File: src/sv/prq_pkg.sv
// Shared types and codes for the priority ready queue.
package prq_pkg;

	localparam logic [1:0] FUNC_INSERT = 2'd0;
	localparam logic [1:0] FUNC_REMOVE = 2'd1;
	localparam logic [1:0] FUNC_REPRIO = 2'd2;
	localparam logic [1:0] FUNC_YIELD  = 2'd3;

	localparam logic [1:0] ST_OK     = 2'd0;
	localparam logic [1:0] ST_BAD    = 2'd1;
	localparam logic [1:0] ST_ABSENT = 2'd2;
	localparam logic [1:0] ST_FULL   = 2'd3;

	localparam logic [1:0] CELL_HOLD   = 2'd0;
	localparam logic [1:0] CELL_REMOVE = 2'd1;
	localparam logic [1:0] CELL_INSERT = 2'd2;

	typedef struct packed {
		logic [1:0] func;
		logic [3:0] task_id;
		logic [7:0] priority_req;
	} req_t;

	typedef struct packed {
		logic [3:0] head_tid;
		logic       head_valid;
		logic [4:0] entry_count;
		logic [1:0] status;
	} rsp_t;

	typedef struct packed {
		logic [1:0] op;
		logic [3:0] tid;
	} cell_cmd_t;

endpackage

File: src/sv/prq_cell.sv
// One queue slot: holds a task and its priority, shifts to or from its neighbors.
module prq_cell #(
	parameter int PB = 8
) (
	input  logic                clk,
	input  logic                arst_n,
	input  prq_pkg::cell_cmd_t  cmd,
	input  logic [PB-1:0]       key_prio,
	input  logic                left_valid,
	input  logic [3:0]          left_tid,
	input  logic [PB-1:0]       left_prio,
	input  logic                left_gt,
	input  logic                right_valid,
	input  logic [3:0]          right_tid,
	input  logic [PB-1:0]       right_prio,
	input  logic                found_in,
	output logic                valid,
	output logic [3:0]          tid,
	output logic [PB-1:0]       prio,
	output logic                gt,
	output logic                found_out
);
	import prq_pkg::*;

	logic          valid_q;
	logic [3:0]    tid_q;
	logic [PB-1:0] prio_q;
	logic          match;

	assign match     = valid_q && (tid_q == cmd.tid);
	assign found_out = found_in | match;
	assign gt        = !(valid_q && (prio_q <= key_prio));
	assign valid     = valid_q;
	assign tid       = tid_q;
	assign prio      = prio_q;

	always_ff @(posedge clk or negedge arst_n) begin
		if (!arst_n) begin
			valid_q <= 1'b0;
		end else begin
			case (cmd.op)
				CELL_REMOVE: begin
					if (found_out) begin
						valid_q <= right_valid;
					end
				end
				CELL_INSERT: begin
					if (left_gt) begin
						valid_q <= left_valid;
					end else if (gt) begin
						valid_q <= 1'b1;
					end
				end
				default: begin
				end
			endcase
		end
	end

	always_ff @(posedge clk) begin
		case (cmd.op)
			CELL_REMOVE: begin
				if (found_out) begin
					tid_q  <= right_tid;
					prio_q <= right_prio;
				end
			end
			CELL_INSERT: begin
				if (left_gt) begin
					tid_q  <= left_tid;
					prio_q <= left_prio;
				end else if (gt) begin
					tid_q  <= cmd.tid;
					prio_q <= key_prio;
				end
			end
			default: begin
			end
		endcase
	end

endmodule

File: config.mk
export PLATFORM = sky130hd
export DESIGN_NAME = prq_cell
export DESIGN_NICKNAME = d
export VERILOG_FILES = /design/src/sv/prq_pkg.sv /design/src/sv/prq_cell.sv
export SDC_FILE = /design/constraint.sdc
export NUM_CORES = 1
export LEC_CHECK = 0
export BUFFER_PORTS_ARGS = -buffer_cell sky130_fd_sc_hd__buf_4
export CORE_MARGIN = 10
export CORE_UTILIZATION = 46
export CTS_BUF_LIST = sky130_fd_sc_hd__clkbuf_16
export CTS_CLUSTER_DIAMETER = 40
export DETAILED_ROUTE_END_ITERATION = 10
export PLACE_DENSITY = 0.91
export SYNTH_ARGS = -nofsm -noshare
export SYNTH_HDL_FRONTEND = slang
export SYNTH_SLANG_ARGS = --single-unit
File: constraint.sdc
create_clock -name clk -period 3.3 [get_ports clk]
set_input_delay 0.66 -clock clk [delete_from_list [all_inputs] [get_ports clk]]
set_output_delay 0.66 -clock clk [all_outputs]
set_load 0.005 [all_outputs]
==> results.env <==
STATUS='finished, final reports clean'
NUMBER_OF_GLOBAL_ROUTE_VIAS_BEFORE_REPAIR=1088
FIN_UTIL=0.758
FILLERS=146
NETLIST-CELL-TYPE-COUNT=25
DRT-PASS1-ITER-COUNT=5
WORST_EP_REQUIRED_TIME_NS=2.64
SYNTH-MAIN-FF-CELL='edfxtp_1'
DP_WORST_SETUP_SLACK_NS=0.822
GRT_PASS1_WL_UM=4950
MAX-SLEW-MARGIN-REL=0.537
ANTENNA_FOUND_INITIAL=0
YOSYS.AREA.TOP_TYPE='edfxtp_1'
MAX_CAP_VIOLATIONS=0
REMAINING_ANTENNA_VIOLATION_COUNT_AFTER_ROUTING=0
ASYNC_FLOP_SHARE=0.0769
GRT_UTIL_ALL_LAYERS=0.140
POST_SYNTH_MAIN_AREA_CONTRIBUTORS='edfxtp_1 37%, mux2i_1 12%, ha_1 10%, o21ai_1 6.1%, nand2_1 6.1%'
LEFTOVER_OVERFLOW_AT_THE_END_OF_GLOBAL_ROUTING=0
P_INT_mW=0.445
SYNTH_AREA_UM2=987
CLOCK_PIN_SLEW_WORST_SETUP_AND_HOLD_PATHS_NS=0.05
FINAL_LAYOUT_SIZE_SUFFIX_GT1_FRAC=0.393
YS_FF_LATCH=13
NUMCTSBUFFERS=3
CTS_NUM_SINKS=13
CRITICAL-PATH-TOP-CELL-BY-COUNT='buf_4'
CORE_UM2=2000
DIEHEIGHT_UM=66.3
CTS_RESIZED=0
ANTENNA_CELLS_INSERTED=0
FINAL_CELL_COUNT_NO_FILL=190
HOLD_PATH.CLASS='input port to async pin'
CRITICAL_PATH_AT_NS=1.82
SWSHARE=0.245
CTS-HOLD-FIX-BUFFERS=0
TOP_COUNT_CELL_POST_SYNTH='nand2_1'
DR_TOTAL_VIAS=994
CP.BUFFERS_INVERTERS=3
MAX_STAGE_DELAY_NS=0.30
DRC=0
WL_PER_CELL_UM=16.0
SYNTH.YOSYS.SEQ_AREA_SHARE=0.390
GRT_MAX_DEGREE=27
FINALCLOCKSKEW_NS=0.00120
TRITONCTS='done'
SEQ_POWER_SHARE=0.356
FINAL_HPWL_DP_UM=2480
HTREE_NUM_LEVELS=1
DPL.CELL_COUNT=186
FIN_NETS=216
DIE_WIDTH_UM=66.3
CTSROOTBUFFERMASTER='clkbuf_16'
WIRELENGTH_UM=3050
CRITICAL_PATH.SLOWEST_CELL='ha_1'
VIASPERCELL=5.23
SYNTH_COMMONEST_CELLS='16 x nand2_1, 12 x edfxtp_1, 12 x mux2i_1, 12 x o21ai_1, 9 x inv_1'
SETUP_VIOL_COUNT_FINAL=0
POWERDENSITY_nW_PER_UM2=388
AVERAGE_CELL_AREA_AFTER_SYNTHESIS_UM2=9.40
POWER_LEAKAGE_nW=0.768
FINAL_PERIOD_MINUS_WORST_SETUP_SLACK_NS=2.48
GLOBALPLACE.CONGESTION=0.737
VDD.IR_DROP.WORST_mV=0.268
SYNTH_ENABLE_FLOP_CELLS=12
HOLD_VIOL_FINAL=0
CLKPWRFRAC=0.386
FLOORPLAN.IO_PINS=59
POST-ROUTE-PERIOD-UTIL=0.752
MAX_CLOCK_FREQ_GHz=0.403
PATH_CELLS='buf_4 -> inv_1 -> ha_1 -> nor2b_1 -> o211ai_1 -> a21oi_1 -> o21ai_0 -> nand2_1 -> buf_4'
P_SWITCHING_mW=0.144
DRT-INITIAL-DRC-COUNT=43
CTSLONGESTPATHBUFFERS=2
SYN_NETS=157
CORE.ROWCOUNT=16
WORST_PATH_DOMINANT_CELL_FAMILY='compound AO/OA/AOI/OAI gates'
BUFFER_PORTS.INSERTED=58
CRITPATHCAPTURETYPE='output port'
POSTCTSSETUPREPAIRBUFS=0
RSZ_0062_RAISED_AFTER_GLOBAL_ROUTING='false'
CLKLATENCYLATEPIN_NS=0.24
FINAL.SETUP.TNS_NS=0
CRITPATHMAXFANOUT=2
CRIT_PATH_START_KIND='input port'
SYNTH-WARNING-COUNT=0
COMBPWRFRAC=0.258
FIN_WS_NS=0.820
LAYOUT-AREA-OVERHEAD-VS-SYNTH_PCT=53.7
YOSYS.AREA.TOP_TYPE_SHARE=0.365
CRITPATHKIND='input port to output port'
SYNTH_CELLS=105
INITIAL_CORE_UTIL=0.493
WORSTMARGINPINSLEW_NS=0.694
SLEW_VIOL_FINAL=0
DIE_AREA_UM2=4400
## final cells by class
| class | instances | area, µm² | area share |
|---|---|---|---|
| Clock buffer | 3 | 75.1 | 0.0495 |
| Clock inverter | 1 | 3.75 | 0.00247 |
| Inverter | 9 | 33.8 | 0.0223 |
| Multi-Input combinational cell | 78 | 543 | 0.358 |
| Sequential cell | 13 | 385 | 0.254 |
| Tap cell | 27 | 33.8 | 0.0223 |
| Timing Repair Buffer | 59 | 443 | 0.292 |
## stage by stage
step	instance area, µm²	hold slack [ns]	total power, mW
after detailed placement	1440	0.436	0.365
after CTS	1520	0.183	0.591
final	1520	0.184	0.589
after global placement	1440	0.436	0.359
after floorplan	987	0.364	0.280
after global routing	1520	0.184	0.619
## registers in the layout, summed over array words and instances (netlist names)
signal and count:
tid 4, prio 8, valid 1
## cell usage in the layout (no fill, tap or decap), drive strengths merged
cell     n
buf     59
nand2   16
o21ai   15
mux2i   12
edfxtp  12
inv     10
ha       8
a21oi    6
xor2     4
clkbuf   3
nand2b   2
nor2b    2
nand4    2
o22ai    2
o211ai   1
or2      1
nor4     1
a21o     1
nor3     1
o21bai   1
nor2     1
a31oi    1
o211a    1
dfrtp    1
## worst paths after layout
check / startpoint / slack [ns] / end / depth (start not counted)
max in group asynchronous: arst_n / 3.04 / valid / 1
worst min register to register: valid / 0.71 / valid / 2
min in group clk: right_prio[3] / 0.70 / prio[3] / 3
worst max register to register: prio[1] / 1.18 / prio[4] / 6
worst min-delay path: arst_n / 0.18 / valid / 1
worst max-delay path: key_prio[1] / 0.82 / gt / 9
## layer usage
metal	track usage	wire length [µm]	vias up
met5	0	0	-
met4	0.0340	25	0
met3	0.0610	334	4
met2	0.255	1560	46
met1	0.141	1130	453
li1	-	-	491
## power groups by stage
| stage | logic [mW] | clock network, mW | registers (mW) |
|---|---|---|---|
| after floorplan | 0.0685 | 0 | 0.212 |
| after global placement | 0.147 | 0 | 0.211 |
| after detailed placement | 0.153 | 0 | 0.212 |
| after CTS | 0.154 | 0.227 | 0.210 |
| after global routing | 0.169 | 0.237 | 0.212 |
| final | 0.152 | 0.227 | 0.210 |
## cells by family after synthesis
family / after synthesis / synth area share
adders and majority gates: 8 / 0.101
and+or+nand+nor: 26 / 0.127
AOI/OAI and AO/OA: 28 / 0.165
xor gates and xnor gates: 4 / 0.0355
muxes: 12 / 0.122
buffers and inverters: 14 / 0.0596
DFF: 13 / 0.390
No activity file was read; power rests on OpenSTA's default activity.
